## src/hw/rtl/bgd_pkg.sv

```systemverilog
// bgd_pkg: shared types and constants for the button group debouncer.
// Used by bgd_cfg_regs, bgd_core and button_group_debouncer; no dependencies.

package bgd_pkg;

   // Number of button lines handled in parallel
   localparam int unsigned BTN_COUNT  = 16;
   localparam int unsigned TIME_W     = 32;
   localparam int unsigned CFG_W      = 16;
   localparam int unsigned CSR_IDX_W  = 2;

   // Byte-padded stream payload widths
   localparam int unsigned REQ_DATA_W = ((TIME_W + BTN_COUNT + 7) / 8) * 8;
   localparam int unsigned RSP_DATA_W = ((3 * BTN_COUNT + 7) / 8) * 8;

   // Register indexes of the configuration port
   typedef enum logic [CSR_IDX_W-1:0] {
      CSR_BUTTON_MASK   = 2'd0,
      CSR_POLL_INTERVAL = 2'd1,
      CSR_DEBOUNCE_TIME = 2'd2
   } csr_idx_type;

   // Reset values of the configuration registers
   localparam logic [CFG_W-1:0] RST_BUTTON_MASK   = 16'hFFFF;
   localparam logic [CFG_W-1:0] RST_POLL_INTERVAL = 16'd5;
   localparam logic [CFG_W-1:0] RST_DEBOUNCE_TIME = 16'd20;

   typedef logic [BTN_COUNT-1:0] btn_vec_type;

   // Configuration seen by the core
   typedef struct packed {
      btn_vec_type      button_mask;
      logic [CFG_W-1:0] poll_interval_ms;
      logic [CFG_W-1:0] debounce_time_ms;
   } cfg_type;

   // One poll result
   typedef struct packed {
      logic        event_valid;
      btn_vec_type pressed_mask;
      btn_vec_type released_mask;
      btn_vec_type held_mask;
   } result_type;

endpackage

```

## src/hw/rtl/button_group_debouncer.sv

```systemverilog
// button_group_debouncer: top level with input register, core and result register.
// Depends on bgd_pkg, bgd_cfg_regs and bgd_core.
//
//   channel | direction | payload
//   req_    | in        | tdata: now_ms[31:0], gpio_sample[47:32]; tuser: read_ok
//   rsp_    | out       | tdata: pressed[15:0], released[31:16], held[47:32];
//           |           | tuser: event_valid
//   csr_    | in        | index, 16-bit data, write enable
//
// Beats pass the input and result registers; one per cycle if rsp_tready is high.
// The state update of one poll is a single compare/subtract layer between the
// input register and the result register, so successive polls follow back to back.
// Synchronous active-high reset clears the stage valids, resets state and config.
// A stall on rsp_tready holds the result; the input register still takes one beat.

module button_group_debouncer (
   input  logic                               clock,
   input  logic                               reset,
   // req_tdata: now_ms [31:0], gpio_sample [47:32]
   input  logic                               req_tvalid,
   output logic                               req_tready,
   input  logic [bgd_pkg::REQ_DATA_W-1:0]     req_tdata,
   // req_tuser: read_ok [0]
   input  logic                               req_tuser,
   // rsp_tdata: pressed_mask [15:0], released_mask [31:16], held_mask [47:32]
   output logic                               rsp_tvalid,
   input  logic                               rsp_tready,
   output logic [bgd_pkg::RSP_DATA_W-1:0]     rsp_tdata,
   // rsp_tuser: event_valid [0]
   output logic                               rsp_tuser,
   input  logic                               csr_we,
   input  logic [bgd_pkg::CSR_IDX_W-1:0]      csr_index,
   input  logic [bgd_pkg::CFG_W-1:0]          csr_wdata
);

   bgd_pkg::cfg_type     cfg;
   bgd_pkg::result_type  core_result;
   bgd_pkg::result_type  rsp_ff;

   logic                             in_valid_ff;
   logic [bgd_pkg::TIME_W-1:0]       in_now_ff;
   bgd_pkg::btn_vec_type             in_sample_ff;
   logic                             in_ok_ff;
   logic                             out_valid_ff;
   logic                             advance;
   logic                             step;

   bgd_cfg_regs u_cfg (
      .clock     (clock),
      .reset     (reset),
      .csr_we    (csr_we),
      .csr_index (csr_index),
      .csr_wdata (csr_wdata),
      .cfg       (cfg)
   );

   // Move the pipeline when the result register is free or being drained
   assign advance    = !out_valid_ff || rsp_tready;
   assign step       = in_valid_ff && advance;
   assign req_tready = !in_valid_ff || advance;

   // Input register
   always_ff @(posedge clock) begin
      if (reset) begin
         in_valid_ff <= 1'b0;
      end else if (req_tready) begin
         in_valid_ff <= req_tvalid;
      end
   end

   always_ff @(posedge clock) begin
      if (req_tready && req_tvalid) begin
         in_now_ff    <= req_tdata[bgd_pkg::TIME_W-1:0];
         in_sample_ff <= req_tdata[bgd_pkg::TIME_W +: bgd_pkg::BTN_COUNT];
         in_ok_ff     <= req_tuser;
      end
   end

   bgd_core u_core (
      .clock       (clock),
      .reset       (reset),
      .step        (step),
      .now_ms      (in_now_ff),
      .gpio_sample (in_sample_ff),
      .read_ok     (in_ok_ff),
      .cfg         (cfg),
      .result      (core_result)
   );

   // Result register
   always_ff @(posedge clock) begin
      if (reset) begin
         out_valid_ff <= 1'b0;
      end else if (advance) begin
         out_valid_ff <= in_valid_ff;
      end
   end

   always_ff @(posedge clock) begin
      if (step) begin
         rsp_ff <= core_result;
      end
   end

   assign rsp_tvalid = out_valid_ff;
   assign rsp_tuser  = rsp_ff.event_valid;
   assign rsp_tdata  = bgd_pkg::RSP_DATA_W'({rsp_ff.held_mask, rsp_ff.released_mask,
                                             rsp_ff.pressed_mask});

   // Press and release never report the same line at once
   a_edge_exclusive: assert property (@(posedge clock) disable iff (reset)
      rsp_tvalid |-> ((rsp_ff.pressed_mask & rsp_ff.released_mask) == '0))
      else $error("line both pressed and released");

   // A new press is always part of the held set
   a_pressed_held: assert property (@(posedge clock) disable iff (reset)
      rsp_tvalid |-> ((rsp_ff.pressed_mask & ~rsp_ff.held_mask) == '0))
      else $error("pressed line not held");

   // A skipped or unsettled poll carries empty masks
   a_invalid_empty: assert property (@(posedge clock) disable iff (reset)
      (rsp_tvalid && !rsp_ff.event_valid) |->
         (rsp_ff.pressed_mask == '0 && rsp_ff.released_mask == '0 &&
          rsp_ff.held_mask == '0))
      else $error("masks set on an invalid event");

   // A beat accepted while the output stalls must stay in the input register
   a_no_loss: assert property (@(posedge clock) disable iff (reset)
      (req_tvalid && req_tready && out_valid_ff && !rsp_tready) |=> in_valid_ff)
      else $error("input beat lost under stall");

endmodule

```

## src/hw/rtl/bgd_cfg_regs.sv

```systemverilog
// bgd_cfg_regs: configuration register file of the button group debouncer.
// Depends on bgd_pkg for register indexes, reset values and cfg_type.

module bgd_cfg_regs (
   input  logic                           clock,
   input  logic                           reset,
   input  logic                           csr_we,
   input  logic [bgd_pkg::CSR_IDX_W-1:0]  csr_index,
   input  logic [bgd_pkg::CFG_W-1:0]      csr_wdata,
   output bgd_pkg::cfg_type               cfg
);

   bgd_pkg::cfg_type cfg_ff;
   bgd_pkg::cfg_type cfg_in;

   // Decode the write; unknown indexes drop the beat
   always_comb begin
      cfg_in = cfg_ff;
      if (csr_we) begin
         unique case (bgd_pkg::csr_idx_type'(csr_index))
            bgd_pkg::CSR_BUTTON_MASK:
               cfg_in.button_mask = csr_wdata[bgd_pkg::BTN_COUNT-1:0];
            bgd_pkg::CSR_POLL_INTERVAL: cfg_in.poll_interval_ms = csr_wdata;
            bgd_pkg::CSR_DEBOUNCE_TIME: cfg_in.debounce_time_ms = csr_wdata;
            default: ;
         endcase
      end
   end

   always_ff @(posedge clock) begin
      if (reset) begin
         cfg_ff.button_mask      <= bgd_pkg::RST_BUTTON_MASK[bgd_pkg::BTN_COUNT-1:0];
         cfg_ff.poll_interval_ms <= bgd_pkg::RST_POLL_INTERVAL;
         cfg_ff.debounce_time_ms <= bgd_pkg::RST_DEBOUNCE_TIME;
      end else begin
         cfg_ff <= cfg_in;
      end
   end

   assign cfg = cfg_ff;

endmodule

```

## src/hw/rtl/bgd_core.sv

```systemverilog
// bgd_core: poll gating, settle timer and debounced state with edge detection.
// Depends on bgd_pkg for cfg_type, result_type and widths.

module bgd_core (
   input  logic                          clock,
   input  logic                          reset,
   input  logic                          step,
   input  logic [bgd_pkg::TIME_W-1:0]    now_ms,
   input  bgd_pkg::btn_vec_type          gpio_sample,
   input  logic                          read_ok,
   input  bgd_pkg::cfg_type              cfg,
   output bgd_pkg::result_type           result
);

   logic [bgd_pkg::TIME_W-1:0] last_poll_ff, last_poll_in;
   logic [bgd_pkg::TIME_W-1:0] last_change_ff, last_change_in;
   bgd_pkg::btn_vec_type       raw_ff, raw_in;
   bgd_pkg::btn_vec_type       stable_ff, stable_in;

   logic [bgd_pkg::TIME_W-1:0] poll_age;
   logic [bgd_pkg::TIME_W-1:0] settle_age;
   logic                       poll_due;
   logic                       settled;
   logic                       raw_changed;
   bgd_pkg::btn_vec_type       fresh;
   bgd_pkg::btn_vec_type       old_down;
   bgd_pkg::btn_vec_type       new_down;

   // Gate the poll by wrapping elapsed time
   assign poll_age = now_ms - last_poll_ff;
   assign poll_due = poll_age >= {{(bgd_pkg::TIME_W-bgd_pkg::CFG_W){1'b0}},
                                  cfg.poll_interval_ms};

   // Force unused lines high and detect a change of the raw vector
   assign fresh       = gpio_sample | ~cfg.button_mask;
   assign raw_changed = fresh != raw_ff;

   // A change restarts the timer, so the age is zero then
   assign settle_age = raw_changed ? '0 : (now_ms - last_change_ff);
   assign settled    = settle_age >= {{(bgd_pkg::TIME_W-bgd_pkg::CFG_W){1'b0}},
                                      cfg.debounce_time_ms};

   assign old_down = ~stable_ff & cfg.button_mask;
   assign new_down = ~fresh & cfg.button_mask;

   // Next state and result of this beat
   always_comb begin
      last_poll_in   = last_poll_ff;
      last_change_in = last_change_ff;
      raw_in         = raw_ff;
      stable_in      = stable_ff;
      result         = '0;
      if (poll_due) begin
         last_poll_in = now_ms;
         if (read_ok) begin
            raw_in = fresh;
            if (raw_changed) begin
               last_change_in = now_ms;
            end
            if (settled) begin
               stable_in            = fresh;
               result.event_valid   = 1'b1;
               result.pressed_mask  = new_down & ~old_down;
               result.released_mask = old_down & ~new_down;
               result.held_mask     = new_down;
            end
         end
      end
   end

   // Commit state only on a beat that moves through the stage
   always_ff @(posedge clock) begin
      if (reset) begin
         last_poll_ff   <= '0;
         last_change_ff <= '0;
         raw_ff         <= '1;
         stable_ff      <= '1;
      end else if (step) begin
         last_poll_ff   <= last_poll_in;
         last_change_ff <= last_change_in;
         raw_ff         <= raw_in;
         stable_ff      <= stable_in;
      end
   end

   // State holds between beats
   a_state_hold: assert property (@(posedge clock) disable iff (reset)
      !step |=> ($stable(raw_ff) && $stable(stable_ff) && $stable(last_poll_ff)))
      else $error("debouncer state moved without a beat");

   // The stable vector only ever takes a value the raw vector held
   a_stable_from_raw: assert property (@(posedge clock) disable iff (reset)
      (step && result.event_valid) |=> (stable_ff == raw_ff))
      else $error("stable vector differs from raw vector after a settled poll");

endmodule
```

## config.mk

```make
export PLATFORM = sky130hd
export DESIGN_NAME = button_group_debouncer
export DESIGN_NICKNAME = d
export VERILOG_FILES = /design/src/hw/rtl/bgd_pkg.sv /design/src/hw/rtl/button_group_debouncer.sv /design/src/hw/rtl/bgd_cfg_regs.sv /design/src/hw/rtl/bgd_core.sv
export SDC_FILE = /design/constraint.sdc
export NUM_CORES = 1
export LEC_CHECK = 0
export ABC_AREA = 0
export BUFFER_PORTS_ARGS = -buffer_cell sky130_fd_sc_hd__buf_2
export CORE_MARGIN = 1.5
export CORE_UTILIZATION = 50
export DETAILED_ROUTE_END_ITERATION = 10
export MAX_ROUTING_LAYER = met4
export PLACE_DENSITY = 0.72
export SLEW_MARGIN = 20
export SYNTH_ARGS = -nofsm -noshare
export SYNTH_HDL_FRONTEND = slang
export SYNTH_HIERARCHICAL = 1
export SYNTH_SLANG_ARGS = --single-unit
```

## constraint.sdc

```tcl
create_clock -name clock -period 6.4 [get_ports clock]
set_clock_uncertainty 0.2 [all_clocks]
set_input_delay 0 -clock clock [delete_from_list [all_inputs] [get_ports clock]]
set_output_delay 0 -clock clock [all_outputs]
set_load 0.05 [all_outputs]
```

==> impl_metrics.yaml <==
clock_network:
  cts_root_buffer: "clkbuf_16"
  clk_path_buf_depth: 3
  clkSlewWorstSetupHoldPaths_ns: 0.06
  clock_latency_ns: 0.54
  cts_resized: 0
  cts_setup_buffers: 0
  cts_sinks: 244
  cts_tree: "done"
  cts_buffers: 27
  htree_levels: 1
worst_setup_path:
  critPathLaunchType: "flip-flop"
  crit_path_end_kind: "flip-flop"
  path_buf_inv: 3
  reg2reg_slack_ns: 0.38
  worstPathCellList: "inv_1 > ha_1 > inv_1 > fa_1 > a21o_1 > a221oi_4 > o21ai_0 > a21oi_1 > o21bai_1 > a21oi_1 > xnor2_1 > ha_1 > nand4_1 > nor2_1 > a211oi_1 > o32ai_1 > a211o_1 > nor4_1 > nand4_1 > or3_2 > nand4_1 > buf_4 > nor3_1"
  crit_path_frequent_cell: "nand4_1"
  cp_max_fo: 49
  crit_family: "compound AO/OA/AOI/OAI gates"
  arrival_ns: 6.09
  cpPeakStageDelay_ns: 0.56
  critical_path_class: "reg2reg"
  required_ns: 6.47
  crit_slowest_cell: "or3_2"
global_routing:
  grt_max_degree: 101
  overflow: 0
  antenna_found_initial: 0
  track_usage: 0.266
  grt_pass1_vias: 12190
  grt_pass1_wl_microns: 62800
logic_synthesis:
  synth-seq-area-share: 0.406
  async_flop_share: 0
  synth.mux.area_fraction: 0.0605
  syn_inst: 1641
  synth_top_flop_cell: "dfxtp_1"
  synth_nets: 1809
  synth_top_area_frac: 0.204
  synthAdderAreaFrac: 0.0842
  synth-compound-area-share: 0.158
  ys_top_cells_by_area: "edfxtp_1, dfxtp_1, ha_1, mux2i_1, a21oi_1"
  yosysWarnings: 6
  synthSimpleGateAreaFrac: 0.199
  syn_avg_cell_area_sq_um: 8.80
  netlist_area_sq_um: 14400
  yosys.area_share.xor_xnor: 0.0303
  ys_types: 83
  synth_top_family_by_area: "simple AND/OR/NAND/NOR gates"
  yosysTopAreaCell: "edfxtp_1"
  ys_ff_latch: 244
  synth_edf_count: 98
die:
  dieArea_sq_um: 29900
  die_x_microns: 173
  row_count: 62
  die_h_microns: 173
  ios: 123
  coreArea_sq_um: 28500
  initial_utilization: 0.506
final_layout:
  diodes: 0
  final.fill_count: 2407
  drive_above_1_share: 0.111
  stdcell_count: 2260
  finalNetCount: 2023
  area_growth_syn_to_layout_pct: 21.4
  design_area_sq_um: 17500
  final_cell_mix: "nor2_1, dfxtp_1, a21oi_1"
  final_common_cell: "nor2_1"
route:
  wirelength_microns: 39800
  route.detailed.drc: 0
  avgViaCountPerCell: 5.68
  drt-wirelength-per-cell_microns: 17.6
  drt.antenna.violating_nets: 0
  dr.pass1.iters: 5
  initialDrtViolationCount: 849
  via_count: 12843
placed_design:
  dp_slack_ns: 0.487
  finalWeightedCongestion: 0.957
  port_buffers: 122
  placed_cell_area_sq_um: 15200
  place_inst: 2068
  hpwlAfterDp_microns: 27300
timing:
  rsz0062_at_grt: "false"
  final_max_slew_viol_count: 0
  worst_pin_slew_ns: 1.07
  hold_violations: 0
  slew_headroom: 0.283
  fin_crit_ns: 6.02
  worst_slack_ns: 0.377
  fin_crit_sh: 0.941
  fin_tns_setup_ns: 0
  fmax_mhz: 166
  finalSetupViolations: 0
power_and_ir_drop:
  power.density_nw_per_um2: 233
  ir_drop_uv: 173
  finalPower_mw: 4.09
  leakage_nw: 7.00
run_status:
  status: "complete, no violations"
hold_path:
  hp-class: "in2reg"
flow_run:
  cap_violations: 0
-- power breakdown --
| part | internal, mW | switching, mW | leakage (nW) |
|---|---|---|---|
| Sequential | 1.68 | 0.0474 | 2.15 |
| Clock | 0.913 | 0.659 | 0.435 |
| Combinational | 0.321 | 0.472 | 4.42 |
-- per-stage QoR --
step / hold slack, ns / util
6_report: 0.0156 / 0.614
5_1_grt: 0.0115 / 0.614
4_1_cts: 0.00582 / 0.614
3_5_place_dp: -0.0219 / 0.533
3_3_place_gp: -0.0229 / 0.533
2_1_floorplan: -0.138 / -
-- registers in the layout, summed over array words and instances, names as in the netlist --
name                   flops
in_now_ff                 32
in_ok_ff                   1
in_sample_ff              16
in_valid_ff                1
rsp_tdata                 48
rsp_tuser                  1
rsp_tvalid                 1
u_cfg/cfg                 48
u_core/last_change_ff     32
u_core/last_poll_ff       32
u_core/raw_ff             16
u_core/stable_ff          16
-- cells by family (layout without fill, tap and decap cells) --
family | count (synthesis) | count (layout)
buf+inv | 215 | 450
flops | 244 | 244
simple gates | 585 | 585
xor+xnor | 50 | 50
mux | 87 | 87
fa+ha+maj | 96 | 96
compound gates | 364 | 364
-- what timing repair did --
item / in CTS / in global routing
endpoints found under the hold margin: 167 / 0
hold buffers: 142 / 0
endpoints found under the setup margin: 0 / 0
-- path summary, 6_finish.rpt --
check	start	to	depth (start not counted)
max	in_now_ff[0]	rsp_tdata[13]	23
max reg2reg	in_now_ff[0]	rsp_tdata[13]	23
min	req_tdata[0]	in_now_ff[0]	2
min reg2reg	u_core/last_poll_ff[8]	u_core/last_poll_ff[8]	2
-- cells in the mapped netlist, drive strengths merged, types with 4 or more instances --
cell,instances
or2,5
o31ai,4
nand4,26
a2111oi,10
nand3,84
nor4,10
o21a,13
edfxtp,98
nand2b,75
a31oi,4
a211oi,19
and2,10
nand2,119
xor2,31
buf,29
and3,11
o22ai,5
a21o,24
nor3,48
a211o,7
nor2,163
ha,94
mux2i,85
or3,6
nor2b,7
o21bai,5
dfxtp,146
o211ai,10
a21oi,146
and4,6
xnor2,19
o21ai,79
clkbuf,59
inv,127
-- worst reg2reg max path, stage by stage, from the launching register on --
cell,delay [ns]
edfxtp_1,0.41
inv_1,0.11
ha_1,0.17
inv_1,0.05
fa_1,0.40
a21o_1,0.22
a221oi_4,0.36
o21ai_0,0.16
a21oi_1,0.25
o21bai_1,0.09
a21oi_1,0.18
xnor2_1,0.14
ha_1,0.26
nand4_1,0.13
nor2_1,0.06
a211oi_1,0.36
o32ai_1,0.16
a211o_1,0.28
nor4_1,0.26
nand4_1,0.25
or3_2,0.56
nand4_1,0.13
buf_4,0.44
nor3_1,0.14
-- layout make-up --
type | count | area (sq um) | area share
clock buffer | 33 | 741 | 0.0422
clock inverter | 17 | 165 | 0.00942
inverter | 127 | 477 | 0.0272
multi-input combinational | 1182 | 7710 | 0.440
sequential | 244 | 5870 | 0.334
tap | 384 | 480 | 0.0274
timing repair buffer | 273 | 2100 | 0.120
-- routing by layer --
metal  global-route usage  up-vias  wire [microns]
li1                     -     6253               -
met1                0.328     6098           17200
met2                0.460      406           19500
met3               0.0279       86            1850
met4               0.0819        0            1240
met5                    -        -               0
Note: power is estimated with default switching activity, not from simulation.
